File: config.mk
export PLATFORM = sky130hd
export DESIGN_NAME = char_lcd_nibble_write_sequencer_top
export DESIGN_NICKNAME = d
export VERILOG_FILES = /design/src/design/clnws_pkg.sv /design/src/design/clnws_timer.sv /design/src/design/clnws_seq.sv /design/src/design/char_lcd_nibble_write_sequencer_top.sv
export SDC_FILE = /design/constraint.sdc
export NUM_CORES = 1
export LEC_CHECK = 0
export ABC_AREA = 1
export BUFFER_PORTS_ARGS = -buffer_cell sky130_fd_sc_hd__buf_2
export CAP_MARGIN = 25
export CORE_UTILIZATION = 35
export CTS_BUF_LIST = sky130_fd_sc_hd__clkbuf_16
export DETAILED_ROUTE_END_ITERATION = 10
export MAX_ROUTING_LAYER = met4
export PLACE_DENSITY = 0.51
export SLEW_MARGIN = 15
export SYNTH_ARGS = -nofsm -noshare
export SYNTH_HDL_FRONTEND = slang
export SYNTH_SLANG_ARGS = --single-unit
File: constraint.sdc
create_clock -name clk -period 3.68 [get_ports clk]
set_input_delay 0.368 -clock clk [delete_from_list [all_inputs] [get_ports clk]]
set_output_delay 0.368 -clock clk [all_outputs]
set_load 0.01 [all_outputs]
File: src/design/clnws_pkg.sv
// Shared types, opcodes and command constants for the character LCD
// nibble write sequencer. No dependencies.
package clnws_pkg;

  localparam int HOLD_W  = 16;
  localparam int WAIT_W  = 24;
  localparam int CFG_IDX_W = 2;

  typedef enum logic [2:0] {
    OP_CMD    = 3'd0,
    OP_DATA   = 3'd1,
    OP_SETPOS = 3'd2,
    OP_CLEAR  = 3'd3,
    OP_INIT   = 3'd4
  } opcode_t;

  typedef enum logic [CFG_IDX_W-1:0] {
    REG_PULSE_HOLD   = 2'd0,
    REG_STARTUP_WAIT = 2'd1,
    REG_BACKLIGHT    = 2'd2
  } cfg_reg_t;

  localparam logic [HOLD_W-1:0] RST_PULSE_HOLD   = 16'd50;
  localparam logic [WAIT_W-1:0] RST_STARTUP_WAIT = 24'd100000;

  localparam logic [7:0] CMD_CLEAR   = 8'h01;
  localparam logic [7:0] CMD_HOME    = 8'h02;
  localparam logic [7:0] CMD_FUNCSET = 8'h28;
  localparam logic [7:0] CMD_DISPON  = 8'h0C;
  localparam logic [7:0] CMD_ENTRY   = 8'h06;
  localparam logic [3:0] INIT_NIB    = 4'h2;

  // Phase of the enable strobe within one nibble.
  localparam logic [1:0] PH_LOW0 = 2'd0;
  localparam logic [1:0] PH_HIGH = 2'd1;
  localparam logic [1:0] PH_LOW1 = 2'd2;

  // Control from the sequencer to the shared countdown unit.
  typedef struct packed {
    logic              load;
    logic [WAIT_W-1:0] value;
  } tmr_ctl_t;

  function automatic logic [3:0] pick_nib(input logic [7:0] b, input logic lo);
    pick_nib = lo ? b[3:0] : b[7:4];
  endfunction

  // Index of the final nibble of a request.
  function automatic logic [2:0] last_nib(input logic [2:0] op);
    logic [2:0] r;
    r = 3'd1;
    if (op == OP_CLEAR) r = 3'd3;
    else if (op == OP_INIT) r = 3'd6;
    last_nib = r;
  endfunction

  // Nibble number idx of a request; b is the latched byte for byte opcodes.
  function automatic logic [3:0] nib_value(input logic [2:0] op, input logic [7:0] b,
                                           input logic [2:0] idx);
    logic [3:0] r;
    r = 4'h0;
    unique case (op)
      OP_CMD, OP_DATA, OP_SETPOS: r = pick_nib(b, idx[0]);
      OP_CLEAR: r = pick_nib(idx[1] ? CMD_HOME : CMD_CLEAR, idx[0]);
      OP_INIT: begin
        unique case (idx)
          3'd0:       r = INIT_NIB;
          3'd1, 3'd2: r = pick_nib(CMD_FUNCSET, ~idx[0]);
          3'd3, 3'd4: r = pick_nib(CMD_DISPON, ~idx[0]);
          3'd5, 3'd6: r = pick_nib(CMD_ENTRY, ~idx[0]);
          default:    r = 4'h0;
        endcase
      end
      default: r = 4'h0;
    endcase
    nib_value = r;
  endfunction

endpackage

File: src/design/clnws_timer.sv
// Shared countdown unit used for both the startup wait and the per-state
// hold time. Depends on clnws_pkg.
module clnws_timer import clnws_pkg::*; (
  input  logic     clk,
  input  logic     rst_n,
  input  tmr_ctl_t ctl,
  output logic     done
);

  logic [WAIT_W-1:0] count_r, count_nxt;

  always_comb begin
    count_nxt = count_r;
    if (ctl.load) count_nxt = ctl.value;
    else if (count_r != '0) count_nxt = count_r - 1'b1;
  end

  always_ff @(posedge clk) begin
    if (!rst_n) count_r <= '0;
    else        count_r <= count_nxt;
  end

  assign done = (count_r == '0);

endmodule

File: src/design/clnws_seq.sv
// Request sequencer: walks nibbles and enable phases, drives the result
// channel and the shared countdown unit. Depends on clnws_pkg.
module clnws_seq import clnws_pkg::*; (
  input  logic              clk,
  input  logic              rst_n,
  input  logic              in_valid,
  output logic              in_stall,
  input  logic [2:0]        in_opcode,
  input  logic [7:0]        in_byte_value,
  input  logic              in_row_sel,
  input  logic [5:0]        in_col_index,
  output logic              out_valid,
  input  logic              out_stall,
  output logic [3:0]        out_data_nibble,
  output logic              out_reg_select,
  output logic              out_enable_pin,
  output logic              out_last_state,
  input  logic [HOLD_W-1:0] hold_cycles,
  input  logic [WAIT_W-1:0] startup_cycles,
  output tmr_ctl_t          tmr_ctl,
  input  logic              tmr_done
);

  typedef enum logic [1:0] {S_IDLE, S_START, S_EMIT, S_HOLD} state_t;

  state_t     state_r, state_nxt;
  logic [2:0] op_r, op_nxt;
  logic [7:0] byte_r, byte_nxt;
  logic [2:0] nib_r, nib_nxt;
  logic [1:0] phase_r, phase_nxt;
  logic       last;
  logic [HOLD_W-1:0] hold_eff;

  // A hold setting of zero is raised to one.
  assign hold_eff = (hold_cycles == '0) ? HOLD_W'(1) : hold_cycles;
  assign last     = (phase_r == PH_LOW1) && (nib_r == last_nib(op_r));

  always_comb begin
    state_nxt     = state_r;
    op_nxt        = op_r;
    byte_nxt      = byte_r;
    nib_nxt       = nib_r;
    phase_nxt     = phase_r;
    tmr_ctl.load  = 1'b0;
    tmr_ctl.value = startup_cycles;
    unique case (state_r)
      S_IDLE: begin
        if (in_valid && (in_opcode <= OP_INIT)) begin
          op_nxt    = in_opcode;
          // Set position: 0x80 | row base | column; bottom row base is 0x40.
          byte_nxt  = (in_opcode == OP_SETPOS) ? {1'b1, in_row_sel, in_col_index}
                                               : in_byte_value;
          nib_nxt   = 3'd0;
          phase_nxt = PH_LOW0;
          if (in_opcode == OP_INIT) begin
            tmr_ctl.load = 1'b1;
            state_nxt    = S_START;
          end else begin
            state_nxt = S_EMIT;
          end
        end
      end
      S_START: begin
        if (tmr_done) state_nxt = S_EMIT;
      end
      S_EMIT: begin
        if (!out_stall) begin
          tmr_ctl.load  = 1'b1;
          tmr_ctl.value = WAIT_W'(hold_eff);
          state_nxt     = S_HOLD;
        end
      end
      S_HOLD: begin
        if (tmr_done) begin
          if (last) begin
            state_nxt = S_IDLE;
          end else begin
            state_nxt = S_EMIT;
            if (phase_r == PH_LOW1) begin
              phase_nxt = PH_LOW0;
              nib_nxt   = nib_r + 3'd1;
            end else begin
              phase_nxt = phase_r + 2'd1;
            end
          end
        end
      end
      default: state_nxt = S_IDLE;
    endcase
  end

  always_ff @(posedge clk) begin
    if (!rst_n) begin
      state_r <= S_IDLE;
      nib_r   <= '0;
      phase_r <= PH_LOW0;
      op_r    <= OP_CMD;
    end else begin
      state_r <= state_nxt;
      nib_r   <= nib_nxt;
      phase_r <= phase_nxt;
      op_r    <= op_nxt;
    end
    byte_r <= byte_nxt;
  end

  assign in_stall        = (state_r != S_IDLE);
  assign out_valid       = (state_r == S_EMIT);
  assign out_data_nibble = nib_value(op_r, byte_r, nib_r);
  assign out_reg_select  = (op_r == OP_DATA);
  assign out_enable_pin  = (phase_r == PH_HIGH);
  assign out_last_state  = last;

endmodule

File: src/design/char_lcd_nibble_write_sequencer_top.sv
// Top level of the character LCD 4-bit write sequencer: configuration
// registers, sequencer and shared countdown unit. Depends on clnws_pkg.

// Each accepted request expands into a series of LCD pin states, one output
// transfer per state: a byte is two nibbles, high first, and each nibble is
// three states (EN low, EN high, EN low). Command byte, data byte and set
// position give 6 states, clear gives 12 and init gives 21; opcodes 5 to 7
// are accepted and produce nothing. After each output transfer the state is
// held for the configured pulse hold by the shared countdown unit; init
// first waits the configured startup wait on the same counter. One request
// is in flight at a time: in_stall is high until the last state's hold has
// expired. Output stalls only lengthen the run.
// The bottom row address of set position is 0x40 (not decimal 40).
// Configuration writes are meant for idle periods only.
module char_lcd_nibble_write_sequencer_top import clnws_pkg::*; (
  input  logic                 clk,
  input  logic                 rst_n,
  input  logic                 in_valid,
  output logic                 in_stall,
  input  logic [2:0]           in_opcode,
  input  logic [7:0]           in_byte_value,
  input  logic                 in_row_sel,
  input  logic [5:0]           in_col_index,
  output logic                 out_valid,
  input  logic                 out_stall,
  output logic [3:0]           out_data_nibble,
  output logic                 out_reg_select,
  output logic                 out_enable_pin,
  output logic                 out_backlight_pin,
  output logic                 out_last_state,
  input  logic                 cfg_we,
  input  logic [CFG_IDX_W-1:0] cfg_index,
  input  logic [WAIT_W-1:0]    cfg_data
);

  logic [HOLD_W-1:0] hold_r;
  logic [WAIT_W-1:0] startup_r;
  logic              backlight_r;
  tmr_ctl_t          tmr_ctl;
  logic              tmr_done;

  // Config register file; indexes beyond the list are dropped.
  always_ff @(posedge clk) begin
    if (!rst_n) begin
      hold_r      <= RST_PULSE_HOLD;
      startup_r   <= RST_STARTUP_WAIT;
      backlight_r <= 1'b0;
    end else if (cfg_we) begin
      unique case (cfg_index)
        REG_PULSE_HOLD:   hold_r      <= cfg_data[HOLD_W-1:0];
        REG_STARTUP_WAIT: startup_r   <= cfg_data;
        REG_BACKLIGHT:    backlight_r <= cfg_data[0];
        default: ;
      endcase
    end
  end

  assign out_backlight_pin = backlight_r;

  clnws_seq u_seq (
    .clk             (clk),
    .rst_n           (rst_n),
    .in_valid        (in_valid),
    .in_stall        (in_stall),
    .in_opcode       (in_opcode),
    .in_byte_value   (in_byte_value),
    .in_row_sel      (in_row_sel),
    .in_col_index    (in_col_index),
    .out_valid       (out_valid),
    .out_stall       (out_stall),
    .out_data_nibble (out_data_nibble),
    .out_reg_select  (out_reg_select),
    .out_enable_pin  (out_enable_pin),
    .out_last_state  (out_last_state),
    .hold_cycles     (hold_r),
    .startup_cycles  (startup_r),
    .tmr_ctl         (tmr_ctl),
    .tmr_done        (tmr_done)
  );

  clnws_timer u_timer (
    .clk   (clk),
    .rst_n (rst_n),
    .ctl   (tmr_ctl),
    .done  (tmr_done)
  );

endmodule

==> Word level (Yosys, flattened, before mapping) <==
Index checks and enable logic that the tools add are counted.
{ "totals": {"ff_bits": 83, "latchBits": 0, "mem_bits_rw": 0, "romBits": 0, "word_cells": 99, "mem_count": 0} }
{ "op_classes": {"add_sub_neg": 3, "multipliers": 0, "div_mod_pow": 0, "n_lt_le_gt_ge": 1, "n_eq_ne": 26, "shifts": 0, "n_mux": 36, "n_bitwise": 0, "reduce_logical": 23} }
{ "op_table": {"columns": ["op", "count"], "rows": [
  ["2-to-1 mux 24 bit", 3],
  ["2-to-1 mux 25 bit", 1],
  ["zero test 24 bit", 1],
  ["nonzero test 24 bit", 1],
  ["subtractor 24 x 1 -> 24 bit, second input constant", 1],
  ["2-to-1 mux 2 bit", 11],
  ["2-to-1 mux 3 bit", 7],
  ["zero test 16 bit", 1],
  ["2-to-1 mux 16 bit", 1],
  ["2-to-1 mux 4 bit", 4],
  ["case mux 4 bit (4 select lines)", 1],
  ["== test 3 x 2 -> 1 bit, second input constant", 5],
  ["== test 3 bit, second input constant", 5],
  ["case mux 4 bit (3 select lines)", 1],
  ["== test 2 bit, second input constant", 4],
  ["inequality test 2 bit, second input constant", 4],
  ["case mux 2 bit (4 select lines)", 1],
  ["AND reduction 2 bit", 4],
  ["AND reduction 4 bit", 2],
  ["2-to-1 mux 7 bit", 1],
  ["== test 2 x 1 -> 1 bit, second input constant", 3],
  ["== test 3 x 1 -> 1 bit, second input constant", 2],
  ["zero test 3 bit", 2],
  ["case mux 3 bit (2 select lines)", 1],
  ["other kinds (14)", 22]
]} }

==> Depth between registers and ports, before layout <==
Gate-level depths: netlist of the first run.
{ "logic_depth": {"depth_word": 8, "mapped_depth": 11} }

==> Modules after synthesis <==
A second synthesis of the first run with hierarchy kept.
{ "hier_totals": {"hier_cells": 751, "hier_area_um2": 4889.7} }
{ "modules_own_cells": {"columns": ["mod", "instances", "cells_per_inst", "area_per_inst_um2", "seq_area_each_um2"], "rows": [
  ["clnws_timer", 1, 277, 1774.2, 480.5],
  ["char_lcd_nibble_write_sequencer_top", 1, 252, 1685.4, 820.8],
  ["clnws_seq", 1, 222, 1430.1, 440.4]
]} }

==> Least setup slack after synthesis of the first run <==
OpenSTA, ideal clock, no wires.
{ "synth_timing": {"path_type": "flip-flop to output port", "startpoint": "register u_seq.nib_r[0]", "endpoint": "output out_data_nibble[1]", "arrival_ns": 1.566, "t_required_ns": 3.312, "path_slack_ns": 1.746, "path_stages_with_launch": 8, "path_buffers": 1, "path_cell_list": "dfxtp_1 clkbuf_1 clkinv_1 ha_1 nor2_1 inv_1 o31ai_1 o221ai_1"} }
{ "synth_via": {"elab_chain_len": 4} }
{ "synth_lines": {"columns": ["element", "line", "source"], "rows": [
  ["from (decl)", "clnws_seq.sv:29", "logic [2:0] nib_r, nib_nxt;"],
  ["from (signal assigned)", "clnws_seq.sv:100", "nib_r <= nib_nxt;"],
  ["== test 3 bit (tied with other cells)", "clnws_pkg.sv:66", "unique case (idx)"],
  ["OR reduction 2 bit", "clnws_pkg.sv:66", null],
  ["case mux 4 bit (4 select lines)", "clnws_pkg.sv:66", null],
  ["case mux 4 bit (3 select lines) (*)", "clnws_pkg.sv:62", "unique case (op)"],
  ["to (decl)", "char_lcd_nibble_write_sequencer_top.sv:26", "output logic [3:0] out_data_nibble,"]
]} }
Mark *: on every way between the ends. The rest lies on a longest branch, timed or not.

==> Worst setup path after layout of the first run <==
Same ends and word-level chain as after synthesis.

==> key figures, run 1 <==
Floorplan
  – # rows: 41
  – Die ar.: 13440 um2
  – Initial Util: 36.00%
  – Die Y: 115.9 um
  – Core area: 12620 um2
  – Die Span X: 115.9 um
  – IO Pins: 59

Clocking
  – PostCTS Resize Cnt: 0
  – Worst skew pair latency: 0.35 ns
  – Clk sink count: 83
  – Clock Path Buffers: 2
  – CTS root buf: clkbuf_16
  – Clk slew on worst S/H paths: 0.06 ns
  – Hold_buf cts: 0
  – H-tree depth: 3
  – CTS tree: yes
  – Postcts setup bufs: 0
  – Num CTS Buffers: 9

Logic synthesis
  – Count leader, synth: nand2_1
  – Syn Nets: 708
  – Main synth FF type: dfxtp_1
  – Post-synth EDFFs: 8
  – Synth Register Bits: 83
  – Post-Syn Instances: 649
  – Count of cell types in the netlist: 41
  – Async S/R FF share, synth: 0%
  – Top-area cell type share of the netlist area: 33.05%
  – Post-synth top area cell: dfxtp_1
  – Register area share after synthesis: 38.34%
  – Syn_area_per_cell: 7.000 um2
  – Yosys warns: 0
  – Top area cells in the synthesized netlist: dfxtp_1 (33%), nand2_1 (10%), nor2_1 (10%)
  – Synth cell count leaders: nand2_1 (122), nor2_1 (121), dfxtp_1 (75), inv_1 (49), nand3_1 (48)
  – Post-Syn Area: 4543 um2

Detailed routing
  – Routed WL: 12500 um
  – Drt pass-1 iters: 4
  – # DRC: 0
  – Wire length on met1: 6388 um
  – WL met2: 5334 um
  – Highest routing layer actually used: met4
  – Via density: 4.919
  – WL/cell: 14.27 um
  – DR iter-0 viols: 272
  – Met3 routed WL: 579 um
  – DR vias: 4309
  – ANT nets after route: 0

Global route
  – First-pass GRT wire length: 20470 um
  – Vias in the first global route: 4011
  – Total track usage: 20.69%
  – GRT overflow: 0
  – Largest net degree at the start of global routing: 34
  – Initial antenna violation count: 0

Placed design
  – GPL Wtd Cong: 0.8838
  – Placed Area: 4972 um2
  – Port Buffer Count: 58
  – Worst slack, placed: 1.372 ns
  – DPL Wire Length: 9306 um

Critical path
  – Number of stages on the worst setup path: 7
  – CP required: 3.31 ns
  – Data arrival, critical path: 2.23 ns
  – CP Class: reg2out
  – Depth of the worst register-to-register path: 11
  – Critical Path Start Type: flop
  – Max incr delay on CP: 0.54 ns
  – Critical Path Slowest Stage Cell: dfxtp_1
  – Crit end category: output pin
  – Buf/Inv on CP: 3
  – CP Max Fanout: 10
  – Crit path cell chain: clkinv_1 -> ha_1 -> nor2_1 -> inv_1 -> o31ai_1 -> o221ai_1 -> buf_2
  – Worst path top cell family by delay: buffers and inverters

Power and ir drop
  – Leak: 2.335 nW
  – Power density over the cells: 756.7 nW/um2
  – Total Power: 4.007 mW
  – Maximum vdd drop: 0.2384 mV

Timing
  – Relative slew slack: 40.60%
  – Hold WS: 0.2247 ns
  – Fmax: 0.3852 GHz
  – Final setup violation count: 0
  – Hold Violations, Final: 0
  – Fin Setup TNS: 0 ns
  – Min cycle time layout: 2.596 ns
  – RSZ-0062 raised after global routing: false
  – Final WS setup: 1.084 ns
  – Slew Limit Fails: 0
  – Clock skew: 0.006603 ns
  – Period utilisation layout: 70.54%
  – Worst Max-Slew Pin Slew: 0.8900 ns

Hold path
  – Hold Path Class: in2reg
  – Hold depth: 3

Cells and area
  – Final Instance Area: 5295 um2
  – Final net count: 758
  – Area growth syn-to-layout: 16.55%
  – Layout cell share with drive strength beyond 1: 17.19%
  – N_diodes: 0

Job
  – Max-cap violations: 0

Run status
  – Status: finished, final reports clean
area by class of cell:
type / instances / area (um2)
Clock buffer: 9 / 225.2
Sequential cell: 83 / 1742
Timing Repair Buffer: 61 / 312.8
Clock inverter: 7 / 97.59
Multi-Input combinational cell: 484 / 2477
Fill cell: 1391 / 7325
Inverter: 60 / 225.2
Tap cell: 172 / 215.2
metrics by stage:
stage,std cells,utilization [%]
global route,876,41.96
CTS,876,41.96
global placement,860,39.40
finish,876,41.96
floorplan,649,-
detailed placement,860,39.40
cell usage in the layout, fill, tap and decap left out, types with 10 or more instances in the layout:
| master | n |
|---|---|
| nand2_1 | 122 |
| nor2_1 | 121 |
| dfxtp_1 | 75 |
| buf_2 | 58 |
| inv_1 | 49 |
| nand3_1 | 48 |
| o21ai_0 | 44 |
| a21oi_1 | 39 |
| o21ai_1 | 11 |
| nand4_1 | 11 |
| ha_1 | 10 |
worst register-to-register path: stages, from the launching register on:
cell and delay (ns):
dfxtp_1 0.33, inv_1 0.10, ha_1 0.27, inv_2 0.07, nor2_4 0.39, inv_2 0.29
nand2_4 0.31, inv_2 0.19, nand2_1 0.11, nand2_1 0.05, nand2_1 0.06, nor2_1 0.04
registers in the layout, summed over array words and instances (netlist names), 2 cells and up:
name,flops
u_seq.byte_r,8
u_seq.state_r,2
u_timer.count_r,24
u_seq.phase_r,2
startup_r,24
u_seq.nib_r,3
u_seq.op_r,3
hold_r,16
power by group:
group / switching (mW) / total (mW) / internal (mW)
Clock: 0.395 / 0.994 / 0.599
Combinational: 1.13 / 1.77 / 0.639
Sequential: 0.164 / 1.25 / 1.08
Total: 1.68 / 4.01 / 2.32
cells by family after synthesis:
kind of cell / count (synthesis) / synth area share, %
compound gates: 112 / 13.61
xor+xnor: 15 / 2.892
fa+ha+maj: 10 / 2.754
buf+inv: 82 / 7.133
flops: 83 / 38.34
mux: 7 / 1.735
simple gates: 340 / 33.55
metal layers:
metal | track usage [%] | vias up
li1 | - | 2224
met1 | 28.64 | 1981
met2 | 30.56 | 92
met3 | 2.563 | 12
met4 | 8.034 | 0
met5 | - | -
final timing paths:
| kind | start | slack (ns) | endpoint |
|---|---|---|---|
| worst max register to register | u_seq.state_r[0] | 1.36 | u_timer.count_r[11] |
| worst max-delay path | u_seq.nib_r[0] | 1.08 | out_data_nibble[1] |
| worst min register to register | out_backlight_pin | 0.47 | out_backlight_pin |
| worst min-delay path | cfg_data[16] | 0.22 | startup_r[16] |
No activity file was read; power rests on OpenSTA's default activity.
==> inputs of run 2 (changes only) <==
==> constraint.sdc (replaced) <==
create_clock -name clk -period 2.4 [get_ports clk]
set_input_delay 0.24 -clock clk [delete_from_list [all_inputs] [get_ports clk]]
set_output_delay 0.24 -clock clk [all_outputs]
set_load 0.01 [all_outputs]
==> run 2 against run 1 <==
  * Clock power is 42% higher
  * Via count is 0.93% lower
  * Critical path type unchanged
  * Design area grew 0.52%
  * Critical endpoint unchanged
  * Die area is the same
  * Setup slack worse by 0.85 ns
  * Final cell count up 0.68%
  * Global-route usage decreased by 0.58 points
  * Largest power group unchanged
==> key figures, run 2 (synthesized netlist as in run 1, its figures left out) <==
Critical path
  – Worst path top cell family by delay: buffers and inverters
  – Worst reg2reg path endpoint: u_timer.count_r[17]
  – Critical Path Slowest Stage Cell: dfxtp_2
  – Depth of the worst register-to-register path: 8 (-3)
  – CP Class: reg2out
  – Worst Setup EP: out_data_nibble[1]
  – CP required: 2.16 ns (-1.15 ns)
  – Max incr delay on CP: 0.45 ns (-0.09 ns)
  – CP startpoint: u_seq.nib_r[0]
  – Critical Path Start Type: flop
  – Crit path cell chain: clkinvlp_4 -> ha_1 -> nor2_1 -> inv_1 -> o31ai_1 -> o221ai_1 -> buf_2
  – FF-to-FF Start: u_seq.state_r[1]
  – Crit end category: output pin
  – Data arrival, critical path: 1.93 ns (-0.30 ns)
  – CP Max Fanout: 10 (unchanged)
  – Number of stages on the worst setup path: 7 (unchanged)
  – Buf/Inv on CP: 3 (unchanged)
  – Reg2reg setup slack: 0.42 ns (-0.94 ns)

Global route
  – First-pass GRT wire length: 20040 um (-2.1%)
  – GRT overflow: 0 (unchanged)
  – Total track usage: 20.11% (-0.58 points)
  – Initial antenna violation count: 0 (unchanged)
  – Largest net degree at the start of global routing: 35 (+2.9%)
  – Vias in the first global route: 3970 (-1.0%)

Cells and area
  – Register area: 1743 um2 (about the same)
  – Area growth syn-to-layout: 17.16%
  – Filler Cell Count: 1369 (-1.6%)
  – N_diodes: 0 (unchanged)
  – Final net count: 764 (+0.79%)
  – Layout cell share with drive strength beyond 1: 18.17% (+0.98 points)
  – Commonest cells after routing, fill and taps aside: nand2_1 (122), nor2_1 (121), dfxtp_1 (74), buf_2 (58), inv_1 (50)
  – Multi-input gate area: 2477 um2 (unchanged)
  – Biggest regs: startup_r: 24 flops, u_timer.count_r: 24 flops, hold_r: 16 flops
  – Most common cell after layout, fill and taps aside: nand2_1

Clocking
  – Postcts setup bufs: 0 (unchanged)
  – H-tree depth: 3 (unchanged)
  – Clk slew on worst S/H paths: 0.06 ns (about the same)
  – PostCTS Resize Cnt: 0 (unchanged)
  – Clock Path Buffers: 2 (unchanged)
  – CTS root buf: clkbuf_16
  – Hold_buf cts: 0 (unchanged)
  – Num CTS Buffers: 9 (unchanged)
  – Clk sink count: 83 (unchanged)
  – Worst skew pair latency: 0.34 ns (about the same)
  – CTS tree: yes

Detailed routing
  – WL/cell: 13.89 um (-2.7%)
  – DR iter-0 viols: 273 (+0.37%)
  – ANT nets after route: 0 (unchanged)
  – # DRC: 0 (unchanged)
  – DR vias: 4269 (-0.93%)
  – Drt pass-1 iters: 4 (unchanged)
  – Routed WL: 12250 um (-2.0%)
  – Via density: 4.840 (-1.6%)

Floorplan
  – Die Span X: 115.9 um (unchanged)
  – IO Pins: 59 (unchanged)
  – # rows: 41 (unchanged)
  – Initial Util: 36.00% (unchanged)
  – Die Y: 115.9 um (unchanged)
  – Core area: 12620 um2 (unchanged)
  – Die ar.: 13440 um2 (unchanged)

Timing
  – Slew Limit Fails: 0 (unchanged)
  – Fin Setup TNS: 0 ns (unchanged)
  – Fmax: 0.4614 GHz
  – Worst Max-Slew Pin Slew: 0.5018 ns (-0.3882 ns)
  – RSZ-0062 raised after global routing: false
  – Clock skew: 0.005852 ns (-0.0007506 ns)
  – Relative slew slack: 66.51% (+26 points)
  – Min cycle time layout: 2.167 ns
  – Hold Violations, Final: 0 (unchanged)
  – Period utilisation layout: 90.30%
  – Final setup violation count: 0 (unchanged)

Placed design
  – DPL Wire Length: 9352 um (+0.50%)
  – Port Buffer Count: 58 (unchanged)
  – GPL Wtd Cong: 0.8666 (-1.9%)

Hold path
  – Hold Path Class: in2reg

Power and ir drop
  – Maximum vdd drop: 0.5020 mV (+110%)
  – Leak: 2.363 nW (+1.2%)
  – Power density over the cells: 1133 nW/um2 (+50%)
  – Total Power: 6.031 mW (+51%)

Job
  – Max-cap violations: 0 (unchanged)

Run status
  – Status: finished, final reports clean
## run 2: metal layers
metal,up-vias,GRT usage [%],part of all wire [%]
li1,2233,-,-
met1,1947,27.17,52
met2,78,30.28,44
met3,11,4.812,3.3
met4,0,4.530,1.0
met5,-,-,0
## run 2: metrics by stage
| stage | hold WS (ns) | instance area (um2) | utilization [%] | setup slack [ns] | std cells |
|---|---|---|---|---|---|
| after floorplan | 0.3532 | 4543 | - | 0.5939 | 649 |
| after global placement | 0.4352 | 5017 | 39.76 | 0.4609 | 866 |
| after detailed placement | 0.4398 | 5017 | 39.76 | 0.3999 | 866 |
| after CTS | 0.09326 | 5318 | 42.14 | 0.01189 | 882 |
| after global routing | 0.1027 | 5323 | 42.18 | 0.003801 | 882 |
| final | 0.1109 | 5323 | 42.18 | 0.2329 | 882 |
## run 2: power by group
| group | switching [mW] | leakage, nW | internal, mW |
|---|---|---|---|
| sequential | 0.246 | 0.690 | 1.66 |
| clock | 0.597 | 0.152 | 0.814 |
| combinational | 1.72 | 1.52 | 0.995 |
| total | 2.56 | 2.36 | 3.47 |
## run 2: area by class of cell
| cell class | instances | area share [%] |
|---|---|---|
| Sequential cell | 83 | 32.75 |
| Timing Repair Buffer | 67 | 6.723 |
| Clock buffer | 9 | 4.231 |
| Inverter | 60 | 4.302 |
| Clock inverter | 7 | 1.410 |
| Tap cell | 172 | 4.043 |
| Multi-Input combinational cell | 484 | 46.54 |
## run 2: worst min-delay path by stage
stage | from | endpoint | slack [ns] | cells past startpoint
after floorplan | cfg_data[10] | startup_r[10] | 0.35 | 2
after global placement | out_backlight_pin | out_backlight_pin | 0.44 | 2
after detailed placement | out_backlight_pin | out_backlight_pin | 0.44 | 2
after CTS | cfg_data[16] | startup_r[16] | 0.09 | 3
after global routing | cfg_data[16] | startup_r[16] | 0.10 | 3
final | cfg_data[7] | startup_r[7] | 0.11 | 3
## run 2: worst min-delay path, delay by kind of cell
family	cells	cell delay (ns)
and+or+nand+nor	2	0.10
buffers and inverters	1	0.09
